`src/string_escape_decoder_top_defines.svh`:
```
// assertion macros for the string escape decoder top level
// no dependencies; included by the top level only
`ifndef STRING_ESCAPE_DECODER_TOP_DEFINES_SVH
`define STRING_ESCAPE_DECODER_TOP_DEFINES_SVH

// same-cycle implication, checked while out of reset
`define SED_ASSERT_NOW(label, clk, rst_n, cond, expr, msg) \
  label: assert property (@(posedge clk) disable iff (!rst_n) (cond) |-> (expr)) \
    else $error(msg);

// next-cycle implication, checked while out of reset
`define SED_ASSERT_NEXT(label, clk, rst_n, cond, expr, msg) \
  label: assert property (@(posedge clk) disable iff (!rst_n) (cond) |=> (expr)) \
    else $error(msg);

`endif

```
`src/sed_pkg.sv`:
```
// shared types and constants of the string escape decoder
// no dependencies; used by sed_decode, sed_out_fifo and the top level
package sed_pkg;

  localparam int unsigned OUT_DEPTH = 4;
  localparam int unsigned PTR_W     = $clog2(OUT_DEPTH);
  localparam int unsigned LVL_W     = $clog2(OUT_DEPTH + 1);

  typedef struct packed {
    logic [15:0] byte_count;
    logic        is_end;
    logic [7:0]  out_byte;
  } result_t;

  // up to two results produced by one character, in order
  typedef struct packed {
    logic [1:0]       n;
    result_t [1:0]    res;
  } push_t;

endpackage

```
`src/sed_decode.sv`:
```
// input register, escape state and per-character decode logic
// depends on sed_pkg
module sed_decode (
  input  logic                clk,
  input  logic                rst_n,
  input  logic                in_tvalid,
  output logic                in_tready,
  input  logic [7:0]          in_char,
  input  logic                room,
  output sed_pkg::push_t      push
);

  typedef enum logic [1:0] {
    MODE_PLAIN = 2'd0,
    MODE_ESC   = 2'd1,
    MODE_OCT   = 2'd2,
    MODE_HEX   = 2'd3
  } mode_t;

  localparam logic [7:0] CH_NUL   = 8'h00;
  localparam logic [7:0] CH_BSL   = 8'h5c;
  localparam logic [7:0] CH_A     = 8'h61;
  localparam logic [7:0] CH_B     = 8'h62;
  localparam logic [7:0] CH_T     = 8'h74;
  localparam logic [7:0] CH_N     = 8'h6e;
  localparam logic [7:0] CH_V     = 8'h76;
  localparam logic [7:0] CH_F     = 8'h66;
  localparam logic [7:0] CH_R     = 8'h72;
  localparam logic [7:0] CH_LX    = 8'h78;
  localparam logic [7:0] CH_UX    = 8'h58;
  localparam logic [7:0] CH_ZERO  = 8'h30;
  localparam logic [7:0] CH_SEVEN = 8'h37;
  localparam logic [7:0] CH_NINE  = 8'h39;
  localparam logic [7:0] CH_LOW_A = 8'h61;
  localparam logic [7:0] CH_LOW_F = 8'h66;
  localparam logic [7:0] CH_UP_A  = 8'h41;
  localparam logic [7:0] CH_UP_F  = 8'h46;

  logic [7:0]  char_r;
  logic        full_r;
  mode_t       mode_r, mode_nxt;
  logic [8:0]  acc_r, acc_nxt;
  logic [1:0]  cnt_r, cnt_nxt;
  logic [15:0] emit_r, emit_nxt;

  logic        fire;
  logic [1:0]  n_c;
  sed_pkg::result_t [1:0] res_c;
  logic        hex_ok;
  logic [3:0]  hex_val;
  logic        oct_ok;

  assign fire      = full_r && room;
  assign in_tready = !full_r || room;

  always_comb begin
    hex_ok  = 1'b1;
    hex_val = 4'd0;
    if (char_r inside {[CH_ZERO:CH_NINE]}) begin
      hex_val = char_r[3:0];
    end else if (char_r inside {[CH_LOW_A:CH_LOW_F], [CH_UP_A:CH_UP_F]}) begin
      hex_val = char_r[3:0] + 4'd9;
    end else begin
      hex_ok = 1'b0;
    end
  end

  assign oct_ok = char_r inside {[CH_ZERO:CH_SEVEN]};

  always_comb begin
    mode_nxt = mode_r;
    acc_nxt  = acc_r;
    cnt_nxt  = cnt_r;
    emit_nxt = emit_r;
    n_c      = 2'd0;
    res_c    = '0;
    if (char_r == CH_NUL) begin
      if (mode_r == MODE_OCT || mode_r == MODE_HEX) begin
        emit_nxt            = emit_nxt + 16'd1;
        res_c[0].out_byte   = acc_r[7:0];
        res_c[0].byte_count = emit_nxt;
        n_c                 = 2'd1;
      end
      res_c[n_c[0]].out_byte   = 8'd0;
      res_c[n_c[0]].is_end     = 1'b1;
      res_c[n_c[0]].byte_count = emit_nxt;
      n_c      = n_c + 2'd1;
      mode_nxt = MODE_PLAIN;
      acc_nxt  = '0;
      cnt_nxt  = '0;
      emit_nxt = '0;
    end else begin
      // a digit run broken by another character emits its value first
      if ((mode_r == MODE_OCT && !(oct_ok && cnt_r < 2'd3)) ||
          (mode_r == MODE_HEX && !(hex_ok && cnt_r < 2'd2))) begin
        emit_nxt            = emit_nxt + 16'd1;
        res_c[0].out_byte   = acc_r[7:0];
        res_c[0].byte_count = emit_nxt;
        n_c                 = 2'd1;
        acc_nxt             = '0;
        cnt_nxt             = '0;
        mode_nxt            = MODE_PLAIN;
      end
      case (mode_nxt)
        MODE_PLAIN: begin
          if (char_r == CH_BSL) begin
            mode_nxt = MODE_ESC;
          end else begin
            emit_nxt                 = emit_nxt + 16'd1;
            res_c[n_c[0]].out_byte   = char_r;
            res_c[n_c[0]].byte_count = emit_nxt;
            n_c                      = n_c + 2'd1;
          end
        end
        MODE_ESC: begin
          mode_nxt = MODE_PLAIN;
          if (char_r == CH_LX || char_r == CH_UX) begin
            mode_nxt = MODE_HEX;
            acc_nxt  = '0;
            cnt_nxt  = '0;
          end else if (oct_ok) begin
            mode_nxt = MODE_OCT;
            acc_nxt  = {6'd0, char_r[2:0]};
            cnt_nxt  = 2'd1;
          end else begin
            emit_nxt = emit_nxt + 16'd1;
            res_c[0].byte_count = emit_nxt;
            n_c = 2'd1;
            case (char_r)
              CH_A:    res_c[0].out_byte = 8'h07;
              CH_B:    res_c[0].out_byte = 8'h08;
              CH_T:    res_c[0].out_byte = 8'h09;
              CH_N:    res_c[0].out_byte = 8'h0a;
              CH_V:    res_c[0].out_byte = 8'h0b;
              CH_F:    res_c[0].out_byte = 8'h0c;
              CH_R:    res_c[0].out_byte = 8'h0d;
              default: res_c[0].out_byte = char_r;
            endcase
          end
        end
        MODE_OCT: begin
          acc_nxt = {acc_r[5:0], char_r[2:0]};
          cnt_nxt = cnt_r + 2'd1;
          if (cnt_nxt == 2'd3) begin
            emit_nxt            = emit_nxt + 16'd1;
            res_c[0].out_byte   = acc_nxt[7:0];
            res_c[0].byte_count = emit_nxt;
            n_c                 = 2'd1;
            mode_nxt            = MODE_PLAIN;
            acc_nxt             = '0;
            cnt_nxt             = '0;
          end
        end
        MODE_HEX: begin
          acc_nxt = {acc_r[4:0], hex_val};
          cnt_nxt = cnt_r + 2'd1;
          if (cnt_nxt == 2'd2) begin
            emit_nxt            = emit_nxt + 16'd1;
            res_c[0].out_byte   = acc_nxt[7:0];
            res_c[0].byte_count = emit_nxt;
            n_c                 = 2'd1;
            mode_nxt            = MODE_PLAIN;
            acc_nxt             = '0;
            cnt_nxt             = '0;
          end
        end
        default: mode_nxt = MODE_PLAIN;
      endcase
    end
  end

  always_comb begin
    push.n   = fire ? n_c : 2'd0;
    push.res = res_c;
  end

  always_ff @(posedge clk) begin
    if (in_tvalid && in_tready) begin
      char_r <= in_char;
    end
    if (!rst_n) begin
      full_r <= 1'b0;
      mode_r <= MODE_PLAIN;
      acc_r  <= '0;
      cnt_r  <= '0;
      emit_r <= '0;
    end else begin
      if (in_tvalid && in_tready) begin
        full_r <= 1'b1;
      end else if (fire) begin
        full_r <= 1'b0;
      end
      if (fire) begin
        mode_r <= mode_nxt;
        acc_r  <= acc_nxt;
        cnt_r  <= cnt_nxt;
        emit_r <= emit_nxt;
      end
    end
  end

endmodule

```
`src/sed_out_fifo.sv`:
```
// result queue: takes up to two results a cycle, hands out one a cycle while out_tready is high
// depends on sed_pkg
module sed_out_fifo (
  input  logic                clk,
  input  logic                rst_n,
  input  sed_pkg::push_t      push,
  output logic                room,
  output logic                out_tvalid,
  input  logic                out_tready,
  output sed_pkg::result_t    out_res
);

  sed_pkg::result_t [sed_pkg::OUT_DEPTH-1:0] mem_r;
  logic [sed_pkg::PTR_W-1:0] wp_r, rp_r;
  logic [sed_pkg::LVL_W-1:0] lvl_r;
  logic                      pop;
  logic [sed_pkg::PTR_W-1:0] wp_inc;

  localparam logic [sed_pkg::LVL_W-1:0] RoomMax = sed_pkg::LVL_W'(sed_pkg::OUT_DEPTH - 2);

  assign room       = lvl_r <= RoomMax;
  assign out_tvalid = lvl_r != '0;
  assign out_res    = mem_r[rp_r];
  assign pop        = out_tvalid && out_tready;
  assign wp_inc     = wp_r + sed_pkg::PTR_W'(1);

  always_ff @(posedge clk) begin
    if (push.n != 2'd0) begin
      mem_r[wp_r] <= push.res[0];
    end
    if (push.n == 2'd2) begin
      mem_r[wp_inc] <= push.res[1];
    end
    if (!rst_n) begin
      wp_r  <= '0;
      rp_r  <= '0;
      lvl_r <= '0;
    end else begin
      wp_r  <= wp_r + sed_pkg::PTR_W'(push.n);
      if (pop) begin
        rp_r <= rp_r + sed_pkg::PTR_W'(1);
      end
      lvl_r <= lvl_r + sed_pkg::LVL_W'(push.n) - sed_pkg::LVL_W'(pop);
    end
  end

endmodule

```
`src/string_escape_decoder_top.sv`:
```
// String escape decoder: one source character per beat in, decoded bytes out.
// A character is registered on entry and decoded from that register into at most
// two results (a pending octal or hex value plus the character's own byte,
// or a pending value plus the end-of-string beat), which go into a
// four-entry result queue. The input side takes one character per cycle
// whenever the queue has room for two results; the output side gives one
// result per cycle while out_tready is high, so a character that yields two
// results leaves as two output beats. The first result passes through the
// input register and the result queue before it is valid.
// A zero character closes the string with a tlast beat carrying the count.
// depends on sed_pkg, sed_decode, sed_out_fifo, string_escape_decoder_top_defines.svh
`include "string_escape_decoder_top_defines.svh"

module string_escape_decoder_top (
  input  logic        clk,
  input  logic        rst_n,
  input  logic        in_tvalid,
  output logic        in_tready,
  input  logic [7:0]  in_tdata,    // [7:0] in_char
  output logic        out_tvalid,
  input  logic        out_tready,
  output logic [23:0] out_tdata,   // [7:0] out_byte, [23:8] byte_count
  output logic        out_tlast
);

  sed_pkg::push_t   push;
  sed_pkg::result_t out_res;
  logic             room;

  sed_decode u_decode (
    .clk       (clk),
    .rst_n     (rst_n),
    .in_tvalid (in_tvalid),
    .in_tready (in_tready),
    .in_char   (in_tdata),
    .room      (room),
    .push      (push)
  );

  sed_out_fifo u_out_fifo (
    .clk        (clk),
    .rst_n      (rst_n),
    .push       (push),
    .room       (room),
    .out_tvalid (out_tvalid),
    .out_tready (out_tready),
    .out_res    (out_res)
  );

  assign out_tdata = {out_res.byte_count, out_res.out_byte};
  assign out_tlast = out_res.is_end;

  `SED_ASSERT_NOW(a_push_room, clk, rst_n, push.n != 2'd0, room, "push without queue room")
  `SED_ASSERT_NOW(a_end_last, clk, rst_n, push.n == 2'd2, !push.res[0].is_end, "end beat not last of pair")
  `SED_ASSERT_NOW(a_end_zero, clk, rst_n, out_tvalid && out_tlast, out_tdata[7:0] == 8'd0, "end beat with nonzero byte")

endmodule
```
`config.mk`:
```
export PLATFORM = sky130hd
export DESIGN_NAME = string_escape_decoder_top
export DESIGN_NICKNAME = d
export VERILOG_FILES = /design/src/sed_pkg.sv /design/src/sed_decode.sv /design/src/sed_out_fifo.sv /design/src/string_escape_decoder_top.sv
export VERILOG_INCLUDE_DIRS = /design/src /design/src/src
export SDC_FILE = /design/constraint.sdc
export NUM_CORES = 1
export LEC_CHECK = 0
export ABC_AREA = 1
export BUFFER_PORTS_ARGS = -buffer_cell sky130_fd_sc_hd__buf_2
export CORE_UTILIZATION = 55
export CTS_BUF_LIST = sky130_fd_sc_hd__clkbuf_16
export CTS_CLUSTER_SIZE = 40
export DETAILED_ROUTE_END_ITERATION = 7
export GPL_TIMING_DRIVEN = 0
export PLACE_DENSITY = 0.83
export SYNTH_ARGS = -nofsm -noshare
export SYNTH_HDL_FRONTEND = slang
export SYNTH_SLANG_ARGS = --single-unit
```
`constraint.sdc`:
```
create_clock -name clk -period 5.8 [get_ports clk]
set_input_delay 0.87 -clock clk [delete_from_list [all_inputs] [get_ports clk]]
set_output_delay 0.87 -clock clk [all_outputs]
set_load 0.02 [all_outputs]
```
==> impl_results.md, run 1 <==
* Seq/Total Area, Yosys at 27.5%
* Worst Skew at approximately 0.015 ns
* Worst r2r src: u_decode.char_r[0]$_DFFE_PP_
* GRT Resource Usage Total at 42.7%
* CP max FO at 21
* Placed Cells at between 2,000 and 2,500
* Synthesized flop and latch total at 144
* Post-synth cell types at 52
* Worst R2R End: u_out_fifo.mem_r[17]$_DFF_P_
* Power, Total at 3510 uW
* Clock root cell: clkbuf_16
* Clock transition at the registers of the reported paths at 0.07 ns
* Worst hold path depth at 2
* VDD IR-drop max at approximately 0.00023 V
* CP arrival at between 5 and 6 ns
* R2R depth at 28
* FF+latch area at roughly 3000 um2
* Setup CP Type: reg2reg
* I/O Pins at 39
* Ys Warns at 0
* Commonest cells after routing, fill and taps aside: nand2_1, nor2_1, a21oi_1, o21ai_0, inv_1
* Core area at 19,000 um2
* DR WL/cell at between 20 and 25 um
* Postcts setup bufs at 0
* Crit path launch type: flip-flop
* # rows at 50
* Mean Syn Cell Area at 6.19 um2
* Die area at slightly above 20,000 um2
* H-tree depth at 4
* Max Cap Violations at 0
* Worst Path Required at 6.13 ns
* Max-slew headroom at 34.2%
* Remaining DRCs at 0
* Final wirelength at approximately 43,000 um
* Max layer used: met4
* Sum Neg Setup Slack at 0 ns
* Post-Route M1 WL at 16,400 um
* First-pass GRT wire length at approximately 65,000 um
* Post-CTS Resized at 0
* CTS Hold Buffers Added at 0
* Clock Latency Late Sink at about 0.45 ns
* Mapped Cells at 1,742
* Routability cong. at around 1.0
* F_max at roughly 0.19 GHz
* Most common cell after layout, fill and taps aside: nand2_1
* Slew Viols, Final at 0
* CP Capture Type: flip-flop
* CTS tree: yes
* Vias/cell at about 6.3
* RSZ-0062 raised after global routing: no
* PD cells at a little under 300 nW/um2
* Cell Area, Synth at 10,800 um2
* GR Overflow Total at 0
* Top cells by area, synth: dfxtp_1, nand2_1, a21oi_1, o21ai_0, nor2_1
* Pre-Repair DR Iteration Count at 7
* R2r setup slk at about 0.43 ns
* Routed vias at around 13,000
* Multi-input logic area at about 6800 um2
* PortBufs at 38
* Clock sink count at ~140
* N_diodes at 0
* Largest net degree at the start of global routing at 18
* Status: completed
* Vias in the first global route at ~12,000
* Worst-Margin Slew at roughly 0.98 ns
* Chip height at 142 um
* # nets final at 1,825
* Initial antenna violation count at 1
* DR WL met2 at around 18,000 um
* Critical path's slowest cell: edfxtp_1
* 1st-iter DRT viols at 1,909
* Layout cells sized above 1 at 12.0%
* CP max stage delay at a little over 0.5 ns
* Setup WS post-layout at ~0.43 ns
* Yosys top cell area share at 25.3%
* Min-delay src: u_decode.mode_r[0]$_SDFFE_PN0P_
* Synthesis-to-finish area growth at 10.2%
* HPWL Detailed at roughly 31,000 um
* Fin. Hold Viols at 0
* Non-filler cells, final at between 2,000 and 2,500
* Cts bufs inserted at 17
* Initial Util at between 50% and 60%
* Most used cell along the critical path: nand2_1
* Leak at approximately 0.0049 uW
* Final Cycle Share at 92.5%
* Hold Path Sink: u_decode.mode_r[0]$_SDFFE_PN0P_
* Minimum clock period at around 5.4 ns
* ANT nets after route at 0
* Setup-failing EPs final at 0
* Synthesized Nets at ~1,800
* Synth area leader: dfxtp_1
* Worst min-delay path category: reg2reg
* Post-Place Setup Slack at just under 0.3 ns
* Die width at about 140 um
* Fill count at around 1,900
* Met3 wire len at between 5000 and 6000 um
* Max clock buf depth at 2
kinds of logic (layout without fill, tap and decap cells):
family                     Yosys count  count (layout)  share of synthesized area [%]
and+or+nand+nor                    800             800                           32.9
AOI/OAI and AO/OA                  502             502                           26.5
buffers and inverters              264             333                           9.85
DFF                                144             144                           27.5
xor gates and xnor gates            17              17                           1.38
adders and majority gates           15              15                           1.81
metal layers:
metal  vias up  global-route usage, %
li1       5949                      -
met4         0                   23.8
met5         -                      0
met2       966                   65.7
met1      5851                   54.1
met3       209                   11.4
critical path, delay by kind of cell (launching register included):
kind | cells | cell delay [ns]
AO/OA/AOI/OAI | 2 | 0.44
buffers and inverters | 6 | 1.33
adder cells (fa/ha/maj) | 3 | 0.93
flip-flops | 1 | 0.51
AND/OR/NAND/NOR | 17 | 2.02
flip-flops by register name (all words and copies together) (netlist names):
signal            count
u_out_fifo.wp_r       2
u_decode.cnt_r        2
u_decode.mode_r       2
u_out_fifo.rp_r       2
u_decode.acc_r        8
u_out_fifo.lvl_r      3
u_decode.char_r       8
u_out_fifo.mem_r    100
u_decode.emit_r      16
u_decode.full_r       1
power breakdown:
| group | switching (uW) | internal (uW) | leakage (uW) |
|---|---|---|---|
| Clock | 551 | 578 | 0.000279 |
| Combinational | 733 | 359 | 0.00344 |
| Sequential | 104 | 1180 | 0.00119 |
| Total | 1390 | 2120 | 0.00491 |
cell usage after synthesis, drive strengths merged:
cell type / number
xnor2: 2
a31oi: 9
inv: 169
nand3b: 3
dfxtp: 136
clkinv: 2
nand3: 106
a221oi: 4
a22oi: 12
o2111ai: 1
o31ai: 1
nor3: 18
clkbuf: 54
xor2: 15
edfxtp: 8
o211ai: 33
fa: 1
o21bai: 1
o21a: 3
o22ai: 44
nand4: 15
ha: 14
a32oi: 2
nor4: 3
a221o: 1
o21ai: 185
a21oi: 196
or2: 1
nand2: 440
a211oi: 3
o221ai: 6
nor2: 214
a21o: 1
buf: 39
layout make-up:
class	instances	share of cell area [%]
multi-input cells	1334	56.9
well taps	260	2.74
clock inverters	15	1.37
repair buffers	38	1.60
plain buffers	92	3.50
clock buffers	17	3.58
inverters	171	5.41
flip-flops and latches	144	24.9
through the flow:
stage | util (%) | hold WS, ns | area (um2)
2_1_floorplan | - | 0.441 | 10800
3_3_place_gp | 59.6 | 0.452 | 11300
3_5_place_dp | 59.6 | 0.459 | 11300
4_1_cts | 62.7 | 0.469 | 11900
5_1_grt | 62.7 | 0.477 | 11900
6_report | 62.7 | 0.467 | 11900
worst max-delay path by stage:
stage	startpoint	end	slack, ns	cells past startpoint
finish	u_decode.char_r[0]$_DFFE_PP_	u_out_fifo.mem_r[17]$_DFF_P_	0.43	28
global route	u_decode.char_r[0]$_DFFE_PP_	u_out_fifo.mem_r[17]$_DFF_P_	0.09	28
CTS	u_decode.char_r[0]$_DFFE_PP_	u_out_fifo.mem_r[17]$_DFF_P_	0.23	29
detailed placement	u_decode.char_r[0]$_DFFE_PP_	u_out_fifo.mem_r[17]$_DFF_P_	0.29	29
global placement	u_decode.char_r[0]$_DFFE_PP_	u_out_fifo.mem_r[67]$_DFF_P_	0.26	29
floorplan	u_decode.char_r[0]$_DFFE_PP_	u_out_fifo.mem_r[67]$_DFF_P_	1.72	29
Power figures use the tool's default switching activity.
==> run 2: changes to the inputs <==
- BUFFER_PORTS_ARGS: -buffer_cell sky130_fd_sc_hd__buf_2 -> default
- DONT_BUFFER_PORTS: default -> 1
- PLACE_DENSITY: 0.83 -> 0.81
==> run 2 against run 1 <==
Against the previous run: the run now ends with DRC left; setup slack worse by 0.063 ns; clock skew is 0.0051 ns higher; routed wire length is 0.72% lower; sequential power hardly changed; count of clock-buffer cells in the layout stayed put; cell count is 1.8% lower; utilization is 0.99 points lower; register-to-register slack worse by 0.06 ns; first-iteration DRC count is 6.7% higher; critical path depth stayed put; largest power group unchanged.
==> impl_results.md, run 2 (synthesized netlist as in run 1, its figures left out) <==
* Clock root cell: clkbuf_16
* Initial antenna violation count at 0 (-1)
* Worst Path Required at 6.14 ns (about the same)
* Status: complete, but fails checks
* Crit path launch type: flip-flop
* Initial Util at 56.9% (unchanged)
* CP max stage delay at 0.50 ns (about the same)
* Critical path's slowest cell: edfxtp_1
* Synthesis-to-finish area growth at 8.46%
* PortBufs at 0 (-100%)
* Remaining DRCs at 8 (+8)
* Routed vias at 12,800 (-1.5%)
* Leak at 0.00475 uW (-3.2%)
* Max-slew headroom at 30.5% (-3.6 points)
* Minimum clock period at 5.43 ns (+0.0626 ns)
* Top flop regs: u_out_fifo.mem_r (100), u_decode.emit_r (16)
* Most common cell after layout, fill and taps aside: nand2_1
* Worst min-delay path category: reg2reg
* Routability cong. at 1.03 (-1.7%)
* VDD IR-drop max at 0.000229 V (-0.66%)
* DR WL/cell at 20.9 um (+1.1%)
* Largest register FFs at 100 (unchanged)
* Failing checks: DRC
* Clock transition at the registers of the reported paths at 0.07 ns (about the same)
* Worst Skew at 0.0200 ns (+0.00509 ns)
* Clock Power Share at 33.3% (+1.1 points)
* CP Capture Type: flip-flop
* Core area at 19,000 um2 (unchanged)
* Vias in the first global route at 11,300 (-5.3%)
* # nets final at 1,787 (-2.1%)
* PD cells at 292 nW/um2 (-1.0%)
* Comb pwr share at 29.0% (-2.1 points)
* CTS Hold Buffers Added at 0 (unchanged)
* Cts bufs inserted at 17 (unchanged)
* Setup-failing EPs final at 0 (unchanged)
* Die width at 142 um (unchanged)
* Placed Cells at 2,002 (-1.9%)
* Final wirelength at 42,500 um (-0.72%)
* GRT Resource Usage Total at 42.5% (-0.18 points)
* Pre-Repair DR Iteration Count at 8 (+1)
* # rows at 50 (unchanged)
* Psw at 1330 uW (-3.9%)
* Clock sink count at 144 (unchanged)
* Largest net degree at the start of global routing at 17 (-1)
* Commonest cells after routing, fill and taps aside: nand2_1, nor2_1, a21oi_1, o21ai_0, inv_1
* Layout cells sized above 1 at 10.2% (-1.9 points)
* Max clock buf depth at 2 (unchanged)
* Vias/cell at 6.29 (+0.36%)
* Worst-Margin Slew at 1.04 ns (+0.0543 ns)
* GR Overflow Total at 0 (unchanged)
* CP max FO at 21 (unchanged)
* Die area at 20,200 um2 (unchanged)
* Post-layout util at 61.7% (-0.99 points)
* WHS at 0.472 ns (+0.00448 ns)
* Chip height at 142 um (unchanged)
* Final Cycle Share at 93.6% (+1.1 points)
* Setup CP Type: reg2reg
* I/O Pins at 39 (unchanged)
* Sum Neg Setup Slack at 0 ns (unchanged)
* F_max at 0.184 GHz (-1.2%)
* N_diodes at 0 (unchanged)
* RSZ-0062 raised after global routing: no
* Fin. Hold Viols at 0 (unchanged)
* Largest Register: u_out_fifo.mem_r
* Reg power frac at 37.7% (+1.0 points)
* First-pass GRT wire length at 64,800 um (-1.1%)
* Post-CTS Resized at 0 (unchanged)
* CTS tree: yes
* Switch share at 39.0% (-0.55 points)
* Most used cell along the critical path: nand2_1
* Non-filler cells, final at 2,033 (-1.8%)
* Fin area at 11,700 um2 (-1.6%)
* Postcts setup bufs at 0 (unchanged)
* ANT nets after route at 0 (unchanged)
* H-tree depth at 4 (unchanged)
* Slew Viols, Final at 0 (unchanged)
* CP arrival at 5.77 ns (+0.07 ns)
* Max Cap Violations at 0 (unchanged)
* HPWL Detailed at 31,100 um (+0.28%)
* Placed Area at 11,100 um2 (-1.7%)
* 1st-iter DRT viols at 2,037 (+6.7%)
* Int Pwr at 2080 uW (-1.7%)
* Fill count at 1,888 (+1.6%)
* Clock Latency Late Sink at 0.46 ns (about the same)
[run 2: changes by cell type in the layout (fill, tap and decap cells not counted), sizes merged]
cell / delta
buf: -38
clkinv: -1
clkinvlp: -1
bufinv: +1
inv: +1
[run 2: path summary, 6_finish.rpt]
kind	cells past startpoint	end	slack, ns	start
setup / recovery	28	u_out_fifo.mem_r[17]$_DFF_P_	0.37	u_decode.char_r[0]$_DFFE_PP_
hold / removal	2	u_decode.acc_r[5]$_SDFFE_PN0P_	0.47	u_decode.acc_r[5]$_SDFFE_PN0P_
hold reg to reg	2	u_decode.acc_r[5]$_SDFFE_PN0P_	0.47	u_decode.acc_r[5]$_SDFFE_PN0P_
setup reg to reg	28	u_out_fifo.mem_r[17]$_DFF_P_	0.37	u_decode.char_r[0]$_DFFE_PP_
[run 2: area by class of cell]
type,count,area (um2),area share [%]
Multi-Input combinational cell,1334,6750,57.8
Sequential cell,144,2960,25.3
Inverter,171,643,5.50
Clock buffer,17,425,3.64
Buffer,92,415,3.55
Tap cell,260,325,2.78
Clock inverter,15,165,1.41
[run 2: power groups by stage]
stage,logic [uW],clock network (uW),registers (uW)
2_1_floorplan,739,0,1270
3_3_place_gp,943,0,1300
3_5_place_dp,960,0,1300
4_1_cts,965,1130,1280
5_1_grt,1070,1170,1310
6_report,991,1140,1290
[run 2: stage by stage]
step / worst slack [ns] / power (uW)
after floorplan: 1.72 / 2010
after global placement: 0.202 / 2240
after detailed placement: 0.217 / 2260
after CTS: 0.189 / 3380
after global routing: 0.146 / 3550
final: 0.370 / 3420
[run 2: layer usage]
| metal | routed length, um | global-route usage [%] |
|---|---|---|
| met5 | 0 | 0 |
| met4 | 2070 | 22.0 |
| met3 | 6010 | 10.6 |
| met2 | 18200 | 64.3 |
| met1 | 16200 | 55.9 |
[run 2: critical path: cells and delay by family, from the launching register on]
kind	cells	cell delay (ns)
buffers and inverters	6	1.40
AO/OA/AOI/OAI	2	0.45
AND/OR/NAND/NOR	17	2.01
flip-flops	1	0.50
adder cells (fa/ha/maj)	3	0.93
==> run 3: changes to the inputs <==
- CORE_ASPECT_RATIO: default -> 1.75
- SETUP_SLACK_MARGIN: default -> 0.1
==> run 3 against run 2 <==
Against the previous run: the run now ends clean; maximum frequency rose by 5.6%; clock skew fell by 0.010 ns; register-to-register slack improved by 0.29 ns; worst hold slack got worse by 0.0014 ns; die area rose by 0.11%; largest power group unchanged.
==> impl_results.md, run 3 (synthesized netlist as in run 1, its figures left out) <==
* Status: completed
* Setup CP Type: reg2reg
* HPWL Detailed at 33,000 um (+5.9%)
* Vias in the first global route at 12,400 (+9.4%)
* Worst min-delay path category: reg2reg
* CP max stage delay at 0.51 ns (about the same)
* Fin. Hold Viols at 0 (unchanged)
* Multi-input logic area at 6750 um2 (unchanged)
* Slew Viols, Final at 0 (unchanged)
* Post-CTS Resized at 0 (unchanged)
* Critical path's slowest cell: edfxtp_1
* Sum Neg Setup Slack at 0 ns (unchanged)
* Clock Latency Late Sink at 0.45 ns (about the same)
* Worst Skew at 0.00963 ns (-0.0103 ns)
* Top flop regs: u_out_fifo.mem_r (100), u_decode.emit_r (16)
* VDD IR-drop max at 0.000432 V (+89%)
* First-pass GRT wire length at 68,400 um (+5.6%)
* Pre-Repair DR Iteration Count at 8 (unchanged)
* H-tree depth at 4 (unchanged)
* Vias/cell at 6.33 (+0.66%)
* Most used cell along the critical path: nand2_1
* Chip height at 187 um (+32%)
* Worst-Margin Slew at 1.12 ns (+0.0845 ns)
* F_max at 0.194 GHz (+5.6%)
* Most common cell after layout, fill and taps aside: nand2_1
* Initial Util at 56.1% (-0.72 points)
* PD cells at 298 nW/um2 (+1.8%)
* GR Overflow Total at 0 (unchanged)
* CTS tree: yes
* Final Cycle Share at 88.7% (-4.9 points)
* Worst Path Required at 6.14 ns (about the same)
* Placed Cells at 1,983 (-0.95%)
* GRT Resource Usage Total at 45.6% (+3.1 points)
* Postcts setup bufs at 0 (unchanged)
* Clock root cell: clkbuf_16
* Max layer used: met4
* Initial antenna violation count at 1 (+1)
* RSZ-0062 raised after global routing: no
* Max-slew headroom at 24.9% (-5.7 points)
* Post-Route M1 WL at 15,200 um (-6.2%)
* Largest Register: u_out_fifo.mem_r
* CP arrival at 5.48 ns (-0.29 ns)
* I/O Pins at 39 (unchanged)
* Leak at 0.00477 uW (+0.28%)
* CP max FO at 21 (unchanged)
* Max clock buf depth at 2 (unchanged)
* Post-layout util at 60.9% (-0.80 points)
* # nets final at 1,787 (unchanged)
* Cts bufs inserted at 17 (unchanged)
* Fill count at 1,877 (-0.58%)
* Met3 wire len at 4690 um (-22%)
* DR WL/cell at 22.3 um (+6.5%)
* Routed vias at 12,700 (-0.28%)
* Largest net degree at the start of global routing at 17 (unchanged)
* Non-filler cells, final at 2,014 (-0.93%)
* Setup-failing EPs final at 0 (unchanged)
* DR WL met2 at 20,500 um (+13%)
* Die width at 108 um (-24%)
* Synthesis-to-finish area growth at 8.43% (about the same)
* Minimum clock period at 5.14 ns (-0.286 ns)
* Max Cap Violations at 0 (unchanged)
* Die area at 20,200 um2 (+0.11%)
* CP Capture Type: flip-flop
* FF+latch area at 2960 um2 (unchanged)
* Core area at 19,200 um2 (+1.3%)
* ANT nets after route at 0 (unchanged)
* 1st-iter DRT viols at 1,530 (-25%)
* Routability cong. at 1.05 (+1.5%)
* Commonest cells after routing, fill and taps aside: nand2_1, nor2_1, a21oi_1, o21ai_0, inv_1
* Layout cells sized above 1 at 10.0% (-0.11 points)
* Clock transition at the registers of the reported paths at 0.07 ns (about the same)
* WHS at 0.470 ns (-0.00144 ns)
* Clock sink count at 144 (unchanged)
* Largest register FFs at 100 (unchanged)
* Final wirelength at 44,800 um (+5.6%)
* Crit path launch type: flip-flop
* PortBufs at 0 (unchanged)
* # rows at 67 (+34%)
* Remaining DRCs at 0 (-8)
==> run 3: per-layer routing <==
layer / track usage [%] / vias up
li1: - / 5868
met1: 47.7 / 5702
met2: 72.7 / 866
met3: 13.3 / 311
met4: 40.9 / 0
met5: 0 / -
==> run 3: power by group <==
group | switching (uW) | internal (uW)
clock network | 475 | 699
registers | 103 | 1180
logic | 728 | 289
==> run 3: path summary, 6_finish.rpt <==
kind                                       start                        endpoint  slack, ns  depth (start not counted)
hold / removal    u_decode.acc_r[5]$_SDFFE_PN0P_  u_decode.acc_r[5]$_SDFFE_PN0P_       0.47                          2
setup reg to reg    u_decode.char_r[0]$_DFFE_PP_    u_out_fifo.mem_r[65]$_DFF_P_       0.66                         28
hold reg to reg   u_decode.acc_r[5]$_SDFFE_PN0P_  u_decode.acc_r[5]$_SDFFE_PN0P_       0.47                          2
setup / recovery    u_decode.char_r[0]$_DFFE_PP_    u_out_fifo.mem_r[65]$_DFF_P_       0.66                         28
==> run 3: layout make-up <==
type                       count  share of cell area, %
antenna                        1                 0.0214
clock inverter                13                   1.35
clock buffer                  18                   3.85
sequential                   144                   25.4
tap                          241                   2.58
buffer                        92                   3.55
multi-input combinational   1334                   57.8
inverter                     171                   5.50
==> run 3: through the flow <==
step / area [um2] / setup slack [ns] / total power, uW
floorplan: 10800 / 1.72 / 2010
global placement: 11100 / 0.480 / 2250
detailed placement: 11100 / 0.471 / 2280
CTS: 11700 / 0.428 / 3430
global route: 11700 / 0.249 / 3620
finish: 11700 / 0.656 / 3480
==> run 3: critical path: cells and delay by family (launching register included) <==
| family | cells | cell delay, ns |
|---|---|---|
| flops | 1 | 0.51 |
| compound gates | 1 | 0.06 |
| buf+inv | 6 | 1.34 |
| simple gates | 18 | 2.19 |
| fa+ha+maj | 3 | 0.91 |
==> run 3: timing repair <==
item / in CTS / in global routing
setup endpoints to repair: 0 / 30
hold buffers: 0 / 0
hold endpoints to repair: 0 / 0
